**config.mk**
```make
export PLATFORM = sky130hd
export DESIGN_NAME = bonded_device_table_fifo_evict_top_flat
export DESIGN_NICKNAME = d
export VERILOG_FILES = /design/src/sv/bdt_pkg.sv /design/src/sv/bdt_in_if.sv /design/src/sv/bdt_out_if.sv /design/src/sv/bdt_ctrl.sv /design/src/sv/bdt_dpath.sv /design/src/sv/bonded_device_table_fifo_evict_top.sv /design/src/flat_wrapper.sv
export SDC_FILE = /design/constraint.sdc
export NUM_CORES = 1
export LEC_CHECK = 0
export BUFFER_PORTS_ARGS = -buffer_cell sky130_fd_sc_hd__buf_4
export CORE_MARGIN = 8
export CORE_UTILIZATION = 28
export DETAILED_ROUTE_END_ITERATION = 10
export GPL_TIMING_DRIVEN = 0
export SLEW_MARGIN = 20
export SYNTH_ARGS = -nofsm -noshare
export SYNTH_HDL_FRONTEND = slang
export SYNTH_HIERARCHICAL = 1
export SYNTH_SLANG_ARGS = --single-unit
export TNS_END_PERCENT = 1
```
**constraint.sdc**
```tcl
create_clock -name clk -period 6.1 [get_ports clk]
set_clock_uncertainty 0.15 [all_clocks]
set_input_delay 0.305 -clock clk [delete_from_list [all_inputs] [get_ports clk]]
set_output_delay 0.305 -clock clk [all_outputs]
set_load 0.02 [all_outputs]
```
**src/sv/bdt_pkg.sv**
```systemverilog
// ----------------------------------------------------------------------------
// Bonded device table package
// Sizes, codes and control structs shared by the table modules.
// ----------------------------------------------------------------------------
package bdt_pkg;

  // Table geometry.
  localparam int DEPTH       = 8;
  localparam int MAX_RESULTS = 8;
  localparam int IDX_W       = (DEPTH > 1) ? $clog2(DEPTH) : 1;
  localparam int CNT_W       = $clog2(DEPTH + 1);
  localparam int NUM_W       = (CNT_W > 4) ? CNT_W : 4;

  // Field widths.
  localparam int ACT_W   = 2;
  localparam int ADDR_W  = 48;
  localparam int PROTO_W = 4;
  localparam int LIM_W   = 4;
  localparam int OUTC_W  = 3;
  localparam int ECNT_W  = 4;

  // Action codes.
  localparam logic [ACT_W-1:0] ACT_SAVE  = 2'd0;
  localparam logic [ACT_W-1:0] ACT_READ  = 2'd1;
  localparam logic [ACT_W-1:0] ACT_CLEAR = 2'd2;

  // Outcome codes.
  localparam logic [OUTC_W-1:0] OUTC_UPDATED = 3'd0;
  localparam logic [OUTC_W-1:0] OUTC_ADDED   = 3'd1;
  localparam logic [OUTC_W-1:0] OUTC_EVICTED = 3'd2;
  localparam logic [OUTC_W-1:0] OUTC_CLEARED = 3'd3;
  localparam logic [OUTC_W-1:0] OUTC_READ    = 3'd4;

  // Commands from the controller to the datapath.
  typedef struct packed {
    logic              capture;
    logic              idx_clr;
    logic              idx_inc;
    logic              do_update;
    logic              do_append;
    logic              do_evict;
    logic              do_clear;
    logic              out_load;
    logic              out_entry;
    logic [OUTC_W-1:0] outcome;
  } ctrl_cmd_t;

  // Status from the datapath to the controller.
  typedef struct packed {
    logic [ACT_W-1:0] action;
    logic             match;
    logic             scan_end;
    logic             full;
    logic             read_empty;
    logic             read_last;
    logic             out_free;
  } dp_status_t;

endpackage

```
**src/sv/bdt_in_if.sv**
```systemverilog
// ----------------------------------------------------------------------------
// Bonded device table input channel
// Valid/ready channel carrying one action word.
// ----------------------------------------------------------------------------
interface bdt_in_if;
  logic                          valid;
  logic                          ready;
  logic [bdt_pkg::ACT_W-1:0]     action;
  logic [bdt_pkg::ADDR_W-1:0]    device_address;
  logic [bdt_pkg::PROTO_W-1:0]   protocol_code;
  logic [bdt_pkg::LIM_W-1:0]     read_limit;

  modport source (output valid, action, device_address, protocol_code, read_limit,
                  input ready);
  modport sink (input valid, action, device_address, protocol_code, read_limit,
                output ready);
endinterface

```
**src/sv/bdt_out_if.sv**
```systemverilog
// ----------------------------------------------------------------------------
// Bonded device table result channel
// Valid/ready channel carrying one result word.
// ----------------------------------------------------------------------------
interface bdt_out_if;
  logic                          valid;
  logic                          ready;
  logic [bdt_pkg::OUTC_W-1:0]    outcome;
  logic                          entry_valid;
  logic [bdt_pkg::ADDR_W-1:0]    entry_address;
  logic [bdt_pkg::PROTO_W-1:0]   entry_protocol;
  logic [bdt_pkg::ECNT_W-1:0]    entry_count;
  logic                          last;

  modport source (output valid, outcome, entry_valid, entry_address, entry_protocol,
                  entry_count, last, input ready);
  modport sink (input valid, outcome, entry_valid, entry_address, entry_protocol,
                entry_count, last, output ready);
endinterface

```
**src/sv/bdt_ctrl.sv**
```systemverilog
// ----------------------------------------------------------------------------
// Bonded device table controller
// Sequences the address scan, table updates and result emission.
// ----------------------------------------------------------------------------
module bdt_ctrl (
  input  logic                   clk,
  input  logic                   rst_n,
  input  logic                   in_valid,
  output logic                   in_ready,
  input  bdt_pkg::dp_status_t    status,
  output bdt_pkg::ctrl_cmd_t     cmd
);

  localparam logic [2:0] S_IDLE   = 3'd0;
  localparam logic [2:0] S_DECODE = 3'd1;
  localparam logic [2:0] S_SCAN   = 3'd2;
  localparam logic [2:0] S_RESULT = 3'd3;
  localparam logic [2:0] S_EMIT   = 3'd4;

  logic [2:0]                   state_r, state_nxt;
  logic [bdt_pkg::OUTC_W-1:0]   outcome_r, outcome_nxt;

  assign in_ready = (state_r == S_IDLE);

  // Next state and command decode.
  always_comb begin
    state_nxt     = state_r;
    outcome_nxt   = outcome_r;
    cmd           = '0;
    cmd.outcome   = outcome_r;
    case (state_r)
      S_IDLE: begin
        if (in_valid) begin
          cmd.capture = 1'b1;
          cmd.idx_clr = 1'b1;
          state_nxt   = S_DECODE;
        end
      end
      S_DECODE: begin
        case (status.action)
          bdt_pkg::ACT_SAVE: begin
            state_nxt = S_SCAN;
          end
          bdt_pkg::ACT_READ: begin
            outcome_nxt = bdt_pkg::OUTC_READ;
            state_nxt   = status.read_empty ? S_RESULT : S_EMIT;
          end
          bdt_pkg::ACT_CLEAR: begin
            cmd.do_clear = 1'b1;
            outcome_nxt  = bdt_pkg::OUTC_CLEARED;
            state_nxt    = S_RESULT;
          end
          default: begin
            state_nxt = S_IDLE;
          end
        endcase
      end
      S_SCAN: begin
        // The scan ends at the fill count; entries past it are never compared.
        if (status.scan_end) begin
          if (status.full) begin
            cmd.do_evict = 1'b1;
            outcome_nxt  = bdt_pkg::OUTC_EVICTED;
          end else begin
            cmd.do_append = 1'b1;
            outcome_nxt   = bdt_pkg::OUTC_ADDED;
          end
          state_nxt = S_RESULT;
        end else if (status.match) begin
          cmd.do_update = 1'b1;
          outcome_nxt   = bdt_pkg::OUTC_UPDATED;
          state_nxt     = S_RESULT;
        end else begin
          cmd.idx_inc = 1'b1;
        end
      end
      S_RESULT: begin
        if (status.out_free) begin
          cmd.out_load = 1'b1;
          state_nxt    = S_IDLE;
        end
      end
      S_EMIT: begin
        if (status.out_free) begin
          cmd.out_load  = 1'b1;
          cmd.out_entry = 1'b1;
          cmd.idx_inc   = 1'b1;
          if (status.read_last) begin
            state_nxt = S_IDLE;
          end
        end
      end
      default: begin
        state_nxt = S_IDLE;
      end
    endcase
  end

  // State registers.
  always_ff @(posedge clk) begin
    if (!rst_n) begin
      state_r   <= S_IDLE;
      outcome_r <= bdt_pkg::OUTC_UPDATED;
    end else begin
      state_r   <= state_nxt;
      outcome_r <= outcome_nxt;
    end
  end

endmodule

```
**src/sv/bdt_dpath.sv**
```systemverilog
// ----------------------------------------------------------------------------
// Bonded device table datapath
// Holds the ordered table, fill count, scan index and output register.
// ----------------------------------------------------------------------------
module bdt_dpath (
  input  logic                            clk,
  input  logic                            rst_n,
  input  bdt_pkg::ctrl_cmd_t              cmd,
  output bdt_pkg::dp_status_t             status,
  input  logic [bdt_pkg::ACT_W-1:0]       in_action,
  input  logic [bdt_pkg::ADDR_W-1:0]      in_address,
  input  logic [bdt_pkg::PROTO_W-1:0]     in_protocol,
  input  logic [bdt_pkg::LIM_W-1:0]       in_limit,
  input  logic                            out_ready,
  output logic                            out_valid,
  output logic [bdt_pkg::OUTC_W-1:0]      out_outcome,
  output logic                            out_entry_valid,
  output logic [bdt_pkg::ADDR_W-1:0]      out_entry_address,
  output logic [bdt_pkg::PROTO_W-1:0]     out_entry_protocol,
  output logic [bdt_pkg::ECNT_W-1:0]      out_entry_count,
  output logic                            out_last
);

  // Table storage, oldest entry at position zero.
  logic [bdt_pkg::ADDR_W-1:0]   addr_tbl_r  [bdt_pkg::DEPTH];
  logic [bdt_pkg::PROTO_W-1:0]  proto_tbl_r [bdt_pkg::DEPTH];

  // Captured input word.
  logic [bdt_pkg::ACT_W-1:0]    action_r;
  logic [bdt_pkg::ADDR_W-1:0]   addr_r;
  logic [bdt_pkg::PROTO_W-1:0]  proto_r;
  logic [bdt_pkg::LIM_W-1:0]    limit_r;

  logic [bdt_pkg::CNT_W-1:0]    count_r, count_nxt;
  logic [bdt_pkg::CNT_W-1:0]    idx_r, idx_nxt;
  logic                         out_valid_r, out_valid_nxt;

  logic [bdt_pkg::IDX_W-1:0]    idx_sel;
  logic [bdt_pkg::IDX_W-1:0]    cnt_sel;
  logic [bdt_pkg::NUM_W-1:0]    cnt_ext, lim_ext, run_len;
  logic [bdt_pkg::NUM_W-1:0]    idx_next_ext;
  logic                         read_last;

  assign idx_sel = idx_r[bdt_pkg::IDX_W-1:0];
  assign cnt_sel = count_r[bdt_pkg::IDX_W-1:0];

  // Run length of a read: the smallest of count, limit and the result cap.
  assign cnt_ext = bdt_pkg::NUM_W'(count_r);
  assign lim_ext = bdt_pkg::NUM_W'(limit_r);
  always_comb begin
    run_len = (cnt_ext < lim_ext) ? cnt_ext : lim_ext;
    if (run_len > bdt_pkg::NUM_W'(bdt_pkg::MAX_RESULTS)) begin
      run_len = bdt_pkg::NUM_W'(bdt_pkg::MAX_RESULTS);
    end
  end
  assign idx_next_ext = bdt_pkg::NUM_W'(idx_r) + bdt_pkg::NUM_W'(1);
  assign read_last    = (idx_next_ext == run_len);

  // Status toward the controller.
  always_comb begin
    status.action     = action_r;
    status.match      = (addr_tbl_r[idx_sel] == addr_r);
    status.scan_end   = (idx_r == count_r);
    status.full       = (count_r == bdt_pkg::CNT_W'(bdt_pkg::DEPTH));
    status.read_empty = (run_len == '0);
    status.read_last  = read_last;
    status.out_free   = !out_valid_r || out_ready;
  end

  // Input word capture.
  always_ff @(posedge clk) begin
    if (cmd.capture) begin
      action_r <= in_action;
      addr_r   <= in_address;
      proto_r  <= in_protocol;
      limit_r  <= in_limit;
    end
  end

  // Table writes: shift on eviction, append at the fill count, or update in place.
  always_ff @(posedge clk) begin
    if (cmd.do_evict) begin
      for (int i = 0; i < bdt_pkg::DEPTH - 1; i++) begin
        addr_tbl_r[i]  <= addr_tbl_r[i+1];
        proto_tbl_r[i] <= proto_tbl_r[i+1];
      end
      addr_tbl_r[bdt_pkg::DEPTH-1]  <= addr_r;
      proto_tbl_r[bdt_pkg::DEPTH-1] <= proto_r;
    end else if (cmd.do_append) begin
      addr_tbl_r[cnt_sel]  <= addr_r;
      proto_tbl_r[cnt_sel] <= proto_r;
    end else if (cmd.do_update) begin
      proto_tbl_r[idx_sel] <= proto_r;
    end
  end

  // Fill count, scan index and output valid.
  always_comb begin
    count_nxt = count_r;
    if (cmd.do_clear) begin
      count_nxt = '0;
    end else if (cmd.do_append) begin
      count_nxt = count_r + bdt_pkg::CNT_W'(1);
    end

    idx_nxt = idx_r;
    if (cmd.idx_clr) begin
      idx_nxt = '0;
    end else if (cmd.idx_inc) begin
      idx_nxt = idx_r + bdt_pkg::CNT_W'(1);
    end

    out_valid_nxt = out_valid_r;
    if (cmd.out_load) begin
      out_valid_nxt = 1'b1;
    end else if (out_ready) begin
      out_valid_nxt = 1'b0;
    end
  end

  always_ff @(posedge clk) begin
    if (!rst_n) begin
      count_r     <= '0;
      idx_r       <= '0;
      out_valid_r <= 1'b0;
    end else begin
      count_r     <= count_nxt;
      idx_r       <= idx_nxt;
      out_valid_r <= out_valid_nxt;
    end
  end

  // Output word register.
  always_ff @(posedge clk) begin
    if (cmd.out_load) begin
      out_entry_count <= bdt_pkg::ECNT_W'(count_r);
      if (cmd.out_entry) begin
        out_outcome        <= bdt_pkg::OUTC_READ;
        out_entry_valid    <= 1'b1;
        out_entry_address  <= addr_tbl_r[idx_sel];
        out_entry_protocol <= proto_tbl_r[idx_sel];
        out_last           <= read_last;
      end else begin
        out_outcome        <= cmd.outcome;
        out_entry_valid    <= 1'b0;
        out_entry_address  <= '0;
        out_entry_protocol <= '0;
        out_last           <= 1'b1;
      end
    end
  end

  assign out_valid = out_valid_r;

endmodule

```
**src/sv/bonded_device_table_fifo_evict_top.sv**
```systemverilog
// ----------------------------------------------------------------------------
// Bonded device table with oldest-first replacement
// Ordered table of device addresses and protocol codes; save, read, clear.
// ----------------------------------------------------------------------------
// A save scans the table one entry per cycle from position zero to the fill
// count, then loads its result once the output register is free.
// A clear or an empty read loads its result once the output register is free;
// a read run loads one entry per cycle while the output register is free.
// A new word is accepted in the cycle after the last result is registered.
// Reset is synchronous: the fill count is cleared, emptying the table, and the output valid is cleared.
module bonded_device_table_fifo_evict_top (
  input  logic       clk,
  input  logic       rst_n,
  bdt_in_if.sink     in_ch,
  bdt_out_if.source  out_ch
);

  bdt_pkg::ctrl_cmd_t   cmd;
  bdt_pkg::dp_status_t  status;

  // Sequencer.
  bdt_ctrl u_ctrl (
    .clk      (clk),
    .rst_n    (rst_n),
    .in_valid (in_ch.valid),
    .in_ready (in_ch.ready),
    .status   (status),
    .cmd      (cmd)
  );

  // Table and output register.
  bdt_dpath u_dpath (
    .clk                (clk),
    .rst_n              (rst_n),
    .cmd                (cmd),
    .status             (status),
    .in_action          (in_ch.action),
    .in_address         (in_ch.device_address),
    .in_protocol        (in_ch.protocol_code),
    .in_limit           (in_ch.read_limit),
    .out_ready          (out_ch.ready),
    .out_valid          (out_ch.valid),
    .out_outcome        (out_ch.outcome),
    .out_entry_valid    (out_ch.entry_valid),
    .out_entry_address  (out_ch.entry_address),
    .out_entry_protocol (out_ch.entry_protocol),
    .out_entry_count    (out_ch.entry_count),
    .out_last           (out_ch.last)
  );

endmodule

```
**src/flat_wrapper.sv**
```systemverilog
// flat-port wrapper written by rule: the top's interface ports become plain ports
module bonded_device_table_fifo_evict_top_flat 
  (clk, rst_n, in_ch_valid, in_ch_action, in_ch_device_address, in_ch_protocol_code, in_ch_read_limit, in_ch_ready, out_ch_valid, out_ch_outcome, out_ch_entry_valid, out_ch_entry_address, out_ch_entry_protocol, out_ch_entry_count, out_ch_last, out_ch_ready);
  bdt_in_if in_ch_i ();
  bdt_out_if out_ch_i ();
  input  logic clk;
  input  logic rst_n;
  input wire logic [$bits(in_ch_i.valid)-1:0] in_ch_valid;
  input wire logic [$bits(in_ch_i.action)-1:0] in_ch_action;
  input wire logic [$bits(in_ch_i.device_address)-1:0] in_ch_device_address;
  input wire logic [$bits(in_ch_i.protocol_code)-1:0] in_ch_protocol_code;
  input wire logic [$bits(in_ch_i.read_limit)-1:0] in_ch_read_limit;
  output wire logic [$bits(in_ch_i.ready)-1:0] in_ch_ready;
  output wire logic [$bits(out_ch_i.valid)-1:0] out_ch_valid;
  output wire logic [$bits(out_ch_i.outcome)-1:0] out_ch_outcome;
  output wire logic [$bits(out_ch_i.entry_valid)-1:0] out_ch_entry_valid;
  output wire logic [$bits(out_ch_i.entry_address)-1:0] out_ch_entry_address;
  output wire logic [$bits(out_ch_i.entry_protocol)-1:0] out_ch_entry_protocol;
  output wire logic [$bits(out_ch_i.entry_count)-1:0] out_ch_entry_count;
  output wire logic [$bits(out_ch_i.last)-1:0] out_ch_last;
  input wire logic [$bits(out_ch_i.ready)-1:0] out_ch_ready;
  assign in_ch_i.valid = in_ch_valid;
  assign in_ch_i.action = in_ch_action;
  assign in_ch_i.device_address = in_ch_device_address;
  assign in_ch_i.protocol_code = in_ch_protocol_code;
  assign in_ch_i.read_limit = in_ch_read_limit;
  assign in_ch_ready = in_ch_i.ready;
  assign out_ch_valid = out_ch_i.valid;
  assign out_ch_outcome = out_ch_i.outcome;
  assign out_ch_entry_valid = out_ch_i.entry_valid;
  assign out_ch_entry_address = out_ch_i.entry_address;
  assign out_ch_entry_protocol = out_ch_i.entry_protocol;
  assign out_ch_entry_count = out_ch_i.entry_count;
  assign out_ch_last = out_ch_i.last;
  assign out_ch_i.ready = out_ch_ready;
  bonded_device_table_fifo_evict_top u_core (.clk(clk), .rst_n(rst_n), .in_ch(in_ch_i), .out_ch(out_ch_i));
endmodule
```
==> summary.md, run 1 <==
| Metric | Value |
|---|---|
| Initial core utilization | 28.3% |
| Final Total Pwr | 8.34 mW |
| Top cell type by total area after synthesis | edfxtp_1 |
| Pins Over Slew Limit | 0 |
| Post-route DRC violation count | 0 |
| Peak fanout along the critical path | 10 |
| Gr ovfl total | 0 |
| Port bufs | 124 |
| Top cells by count, synth | 535 x edfxtp_1, 365 x mux2_2, 148 x mux2i_1 |
| First-pass GRT wire length | 113 mm |
| CTS max path bufs | 3 |
| Setup TNS | 0 ns |
| Leakage power | 10.4 nW |
| Synth async-reset ratio | 0% |
| Critical path class | reg2reg |
| DR vias/cell | 4.95 |
| Worst vdd ir | 0.000237 V |
| DR iter-0 viols | 1315 |
| Core box area | 91800 um2 |
| Slew headroom | 31.4% |
| Design area | 31300 um2 |
| Top cells by area, synth | edfxtp_1 62%, mux2_2 16%, mux2i_1 5.7% |
| Seq/Total Area, Yosys | 63.2% |
| Rows | 111 |
| Antenna viol nets, final | 0 |
| Synth top area share | 61.8% |
| Pwr/cell area | 266 nW/um2 |
| Reg area | 16400 um2 |
| R2r setup slk | 0.29 ns |
| Clock latency on the worst-skew pair | 0.65 ns |
| Antenna cells | 0 |
| Minimum clock period | 5.81 ns |
| Drt pass-1 iters | 5 |
| Yosys warns | 6 |
| GP Congestion | 0.852 |
| Layout area overhead | 20.4% |
| Endpoints failing setup | 0 |
| Final core occ | 34.1% |
| Vias post-DR | 15431 |
| H-tree lvl count | 2 |
| Root buf cell | clkbuf_16 |
| Wire length per cell | 25.5 um |
| Mapped Nets | 1644 |
| Number of global-route vias before repair | 16004 |
| Number of I/O pins | 125 |
| Outcome | complete, no violations |
| Max Clk Rate | 172 MHz |
| Worst Path Arrival | 5.97 ns |
| Nets | 1898 |
| CTS sink count | 553 |
| Largest net degree at the start of global routing | 59 |
| Top_reg_cell synth | edfxtp_1 |
| RSZ-0062 raised after global routing | false |
| Die Y-Extent | 321 um |
| Final Hold Viols | 0 |
| Post-DP Area | 28700 um2 |
| Worst hold path class | in2reg |
| Max cap viols | 0 |
| Fill count | 8727 |
| Post-synth EDFFs | 535 |
| Yosys reg bits | 553 |
| Die area | 103000 um2 |
| Cts bufs inserted | 58 |
| Syn Std Cell Area | 26000 um2 |
| Clock-pin slew on the worst setup and hold paths | 0.06 ns |
| Die X | 321 um |
| Worst slew pin tran | 1.03 ns |
| Hpwl dp | 53.1 mm |
| Critical Path RT | 6.26 ns |
| Final period util | 95.2% |
| Layout cells sized above 1 | 36.9% |
| Multi-input gate area | 9180 um2 |
| CTS tree | done |
| Critical Path End Type | flop |
| Drt total wl | 79.4 mm |
| Initial antenna violation count | 0 |
| Most common cell in the netlist | edfxtp_1 |
| Mean Syn Cell Area | 16.6 um2 |
| Post-synthesis cell count | 1571 |
| Post-synthesis cell type count | 54 |
| GR Util All Layers | 14.9% |
| Worst Setup Start Kind | flop |
-- power breakdown --
| group | switching [mW] | internal [mW] | total, mW |
|---|---|---|---|
| clock | 1.54 | 1.96 | 3.50 |
| sequential | 0.114 | 4.24 | 4.36 |
| combinational | 0.283 | 0.205 | 0.487 |
| total | 1.93 | 6.41 | 8.34 |
-- through the flow --
stage / instances / hold WS (ns) / worst slack [ns]
final: 3118 / 0.236 / 0.293
after global routing: 3118 / 0.212 / 0.0711
after CTS: 3118 / 0.203 / 0.0590
after detailed placement: 2947 / 0.321 / -0.492
after global placement: 2938 / 0.317 / -1.41
after floorplan: 1571 / 0.254 / 1.36
-- critical path, cell delays in order (launching register included) --
cell and delay, ns:
dfxtp_1 0.30, buf_2 0.16, buf_2 0.48, clkbuf_4 0.48
mux2i_1 0.13, a221oi_1 0.52, xor2_1 0.16, nor4_1 0.55
nand4_1 0.29, nor3_4 0.45, and3b_1 0.26, nand2b_1 0.08
nor2_1 0.27, mux2_2 0.41, or3_1 0.34, clkbuf_1 0.19
nand2b_1 0.25
-- final cells by class --
cell class	count	area share (%)
buffer	94	1.54
inverter	13	0.156
clock inverter	41	1.13
sequential	553	52.5
multi-input combinational	910	29.3
clock buffer	69	4.86
timing repair buffer	195	5.58
tap	1243	4.97
-- sequential cells by signal (all words and copies together), names as in the netlist, 4 cells and up, named ones only --
signal                             cells
u_core/u_dpath/out_entry_protocol      4
u_core/u_dpath/cnt_ext                 4
u_core/u_dpath/out_entry_address      48
u_core/u_dpath/idx_r                   4
u_core/u_dpath/out_entry_count         4
u_core/u_dpath/addr_tbl_r            384
u_core/u_dpath/proto_tbl_r            32
u_core/u_dpath/addr_r                 48
u_core/u_dpath/lim_ext                 4
u_core/u_dpath/proto_r                 4
-- logic make-up (layout without fill, tap and decap cells) --
kind of cell / Yosys count / in the layout / share of synthesized area (%)
buf+inv: 108 / 412 / 1.94
xor+xnor: 62 / 62 / 2.09
simple gates: 187 / 187 / 4.18
compound gates: 95 / 95 / 2.91
fa+ha+maj: 11 / 11 / 0.529
flops: 553 / 553 / 63.2
mux: 555 / 555 / 25.2
-- placed cells by master, fill, tap and decap left out, types with 6 or more instances in the layout --
master / count
nand4_1: 6
xnor2_1: 16
mux2_2: 365
mux4_2: 36
buf_12: 9
nand2_1: 16
clkbuf_16: 58
clkbuf_2: 6
dlygate4sd3_1: 62
mux2i_1: 147
a21oi_1: 8
nor2_1: 22
clkinv_2: 18
buf_2: 21
clkbuf_1: 35
clkinv_1: 10
edfxtp_1: 535
dfxtp_1: 18
buf_4: 130
nor4_1: 10
ha_1: 11
a22o_1: 27
nor2b_1: 31
buf_1: 24
and2_1: 38
nor3_1: 7
inv_1: 13
nand2b_4: 8
nand2b_1: 14
a221oi_1: 36
nand3_1: 8
xor2_1: 46
-- path summary, 6_finish.rpt --
check	startpoint	to	cells after the start
min reg2reg	u_core/u_ctrl/outcome_r[2]	u_core/u_ctrl/outcome_r[2]	2
max	flop	u_core/u_dpath/proto_tbl_r[2][2]	16
min	in_ch_device_address[4]	u_core/u_dpath/addr_r[4]	2
max reg2reg	flop	u_core/u_dpath/proto_tbl_r[2][2]	16
-- per-layer routing --
| layer | track usage, % | up-vias | routed length (um) |
|---|---|---|---|
| li1 | - | 6721 | - |
| met1 | 19.7 | 7984 | 34100 |
| met2 | 24.6 | 580 | 37600 |
| met3 | 2.46 | 146 | 4880 |
| met4 | 5.11 | 0 | 2900 |
| met5 | 0 | - | 0 |
-- repair_timing --
| action | in CTS | in global routing |
|---|---|---|
| resized for setup | 10 | 15 |
| endpoints found under the setup margin | 60 | 67 |
| hold endpoints to repair | 76 | 0 |
| setup buffers | 0 | 0 |
| hold buffers | 62 | 0 |
Power figures use the tool's default switching activity.
==> run 2: changes to the inputs <==
- CORE_ASPECT_RATIO: unset -> 0.8
==> run 2 against run 1 <==
Compared with the run above: power shrank 1.1%; critical path depth up 1; global-route usage is 0.36 points higher; critical path type unchanged; critical endpoint unchanged.
==> summary.md, run 2 (synthesis results as in run 1) <==
| Metric | Value |
|---|---|
| Port bufs | 124 |
| Commonest non-fill, non-tap cell in the layout | edfxtp_1 |
| Post-DP Area | 28800 um2 |
| Post-CTS setup buffers | 0 |
| Max Clk Rate | 167 MHz |
| GR Util All Layers | 15.2% |
| Gr ovfl total | 0 |
| Drt pass-1 iters | 5 |
| Hold path start | out_ch_ready |
| Clock latency on the worst-skew pair | 0.63 ns |
| Crit Reg-Reg Endpoint | u_core/u_dpath/proto_tbl_r[2][2] |
| Crit path top cell by count | clkbuf_1 |
| Rows | 100 |
| Worst Reg-to-Reg Cells | 17 |
| Reg area | 16400 um2 |
| Multi-input gate area | 9180 um2 |
| Critical Path Slowest Stage Cell | clkbuf_1 |
| Vias post-DR | 15457 |
| Worst Path Arrival | 6.21 ns |
| Max stage delay on crit path | 0.70 ns |
| Drt total wl | 80.6 mm |
| Critical Path RT | 6.32 ns |
| Most frequent cells in the layout | 535 x edfxtp_1, 365 x mux2_2, 147 x mux2i_1, 130 x buf_4, 61 x dlygate4sd3_1 |
| Critical Path End Type | flop |
| Endpoints failing setup | 0 |
| Biggest regs | u_core/u_dpath/addr_tbl_r x384, u_core/u_dpath/addr_r x48, u_core/u_dpath/out_entry_address x48 |
| Fill count | 8848 |
| Cts bufs inserted | 60 |
| Minimum clock period | 5.99 ns |
| Worst slew pin tran | 0.994 ns |
| Max cap viols | 0 |
| Core box area | 92600 um2 |
| Die area | 103000 um2 |
| Slew headroom | 33.7% |
| Number of I/O pins | 125 |
| CTS sink count | 553 |
| Number of global-route vias before repair | 16266 |
| DR vias/cell | 4.99 |
| Die Y-Extent | 289 um |
| Root buf cell | clkbuf_16 |
| Peak fanout along the critical path | 10 |
| Pins Over Slew Limit | 0 |
| DR iter-0 viols | 1372 |
| First-pass GRT wire length | 115 mm |
| Pwr/cell area | 264 nW/um2 |
| Post-route DRC violation count | 0 |
| Critical path, cell by cell | buf_6 -> buf_12 -> and2_1 -> buf_2 -> clkbuf_1 -> a221oi_1 -> xor2_1 -> nor4_1 -> nand4_1 -> nor3_2 -> and3b_1 -> nand2b_1 -> nor2_1 -> mux2i_2 -> or3_1 -> clkbuf_1 -> mux2_2 |
| Clock-pin slew on the worst setup and hold paths | 0.06 ns |
| Outcome | complete, no violations |
| Wire length per cell | 26.0 um |
| Initial antenna violation count | 1 |
| Leakage power | 10.4 nW |
| Antenna viol nets, final | 0 |
| Worst Setup Start Kind | flop |
| Largest net degree at the start of global routing | 59 |
| Hpwl dp | 53.0 mm |
| Sink of the worst hold path | u_core/u_ctrl/state_r[0] |
| Number of flip-flops in the largest register | 384 |
| Layout cells sized above 1 | 36.2% |
| Critical path class | reg2reg |
| Design area | 31300 um2 |
| Final period util | 98.2% |
| CTS tree | done |
| Hold depth | 5 |
| Final core occ | 33.8% |
| Worst vdd ir | 0.000198 V |
| Final Hold Viols | 0 |
| Largest register by flop count | u_core/u_dpath/addr_tbl_r |
| Nets | 1900 |
| H-tree lvl count | 2 |
| Initial core utilization | 28.1% |
| Die X | 357 um |
| CTS max path bufs | 3 |
| GP Congestion | 0.850 |
| Layout area overhead | 20.2% |
| R2r setup slk | 0.11 ns |
| Worst hold path class | in2reg |
| RSZ-0062 raised after global routing | false |
run 2: timing repair:
action                                  in CTS  in global routing
gates resized for setup                      7                 14
hold endpoints to repair                    76                  0
hold buffers                                61                  0
endpoints found under the setup margin      60                108
run 2: layer usage:
metal | vias up | routed length [um] | global-route usage [%]
met5 | - | 12 | 0
met4 | 2 | 2430 | 4.92
met3 | 146 | 5380 | 2.68
met2 | 611 | 38500 | 25.5
met1 | 7967 | 34300 | 20.0
li1 | 6731 | - | -
run 2: how the worst max path moves through the flow:
stage,startpoint,end,slack [ns]
global placement,u_core/u_dpath/idx_r[0],u_core/u_dpath/addr_tbl_r[5][25],-1.63
global route,flop,u_core/u_dpath/proto_tbl_r[2][0],0.004
finish,flop,u_core/u_dpath/proto_tbl_r[2][2],0.11
CTS,flop,u_core/u_dpath/proto_tbl_r[2][3],0.05
detailed placement,flop,u_core/u_dpath/proto_tbl_r[2][0],-0.42
floorplan,u_core/u_dpath/idx_r[0],u_core/u_dpath/addr_tbl_r[2][0],1.36
run 2: report_power, final:
part,switching [mW],leakage [nW],internal (mW),total [mW]
sequential,0.111,5.09,4.24,4.35
combinational,0.292,4.42,0.206,0.497
clock,1.51,0.877,1.88,3.40
run 2: cell type report:
cell class | count | area share [%]
sequential | 553 | 52.6
multi-input combinational | 910 | 29.4
timing repair buffer | 194 | 5.73
clock buffer | 72 | 4.95
tap | 1224 | 4.90
buffer | 95 | 1.53
clock inverter | 37 | 0.813
inverter | 13 | 0.156
antenna | 1 | 0.00801
run 2: critical path, delay by kind of cell, from the launching register on:
family	cells	cell delay (ns)
buf+inv	5	1.67
simple gates	8	2.16
xor+xnor	1	0.24
compound gates	1	0.29
flops	1	0.32
mux	2	0.85
run 2: per-stage QoR:
stage                     std cells  total power [mW]  worst slack, ns  hold WS [ns]  TNS [ns]
after detailed placement       2928              4.89           -0.420         0.332    -16.55
after CTS                      3098              8.35           0.0459        0.0982         0
final                          3099              8.25            0.112         0.140         0
after floorplan                1571              4.65             1.36         0.254         0
after global placement         2919              4.88            -1.63         0.321   -465.40
after global routing           3098              8.52          0.00427         0.180         0
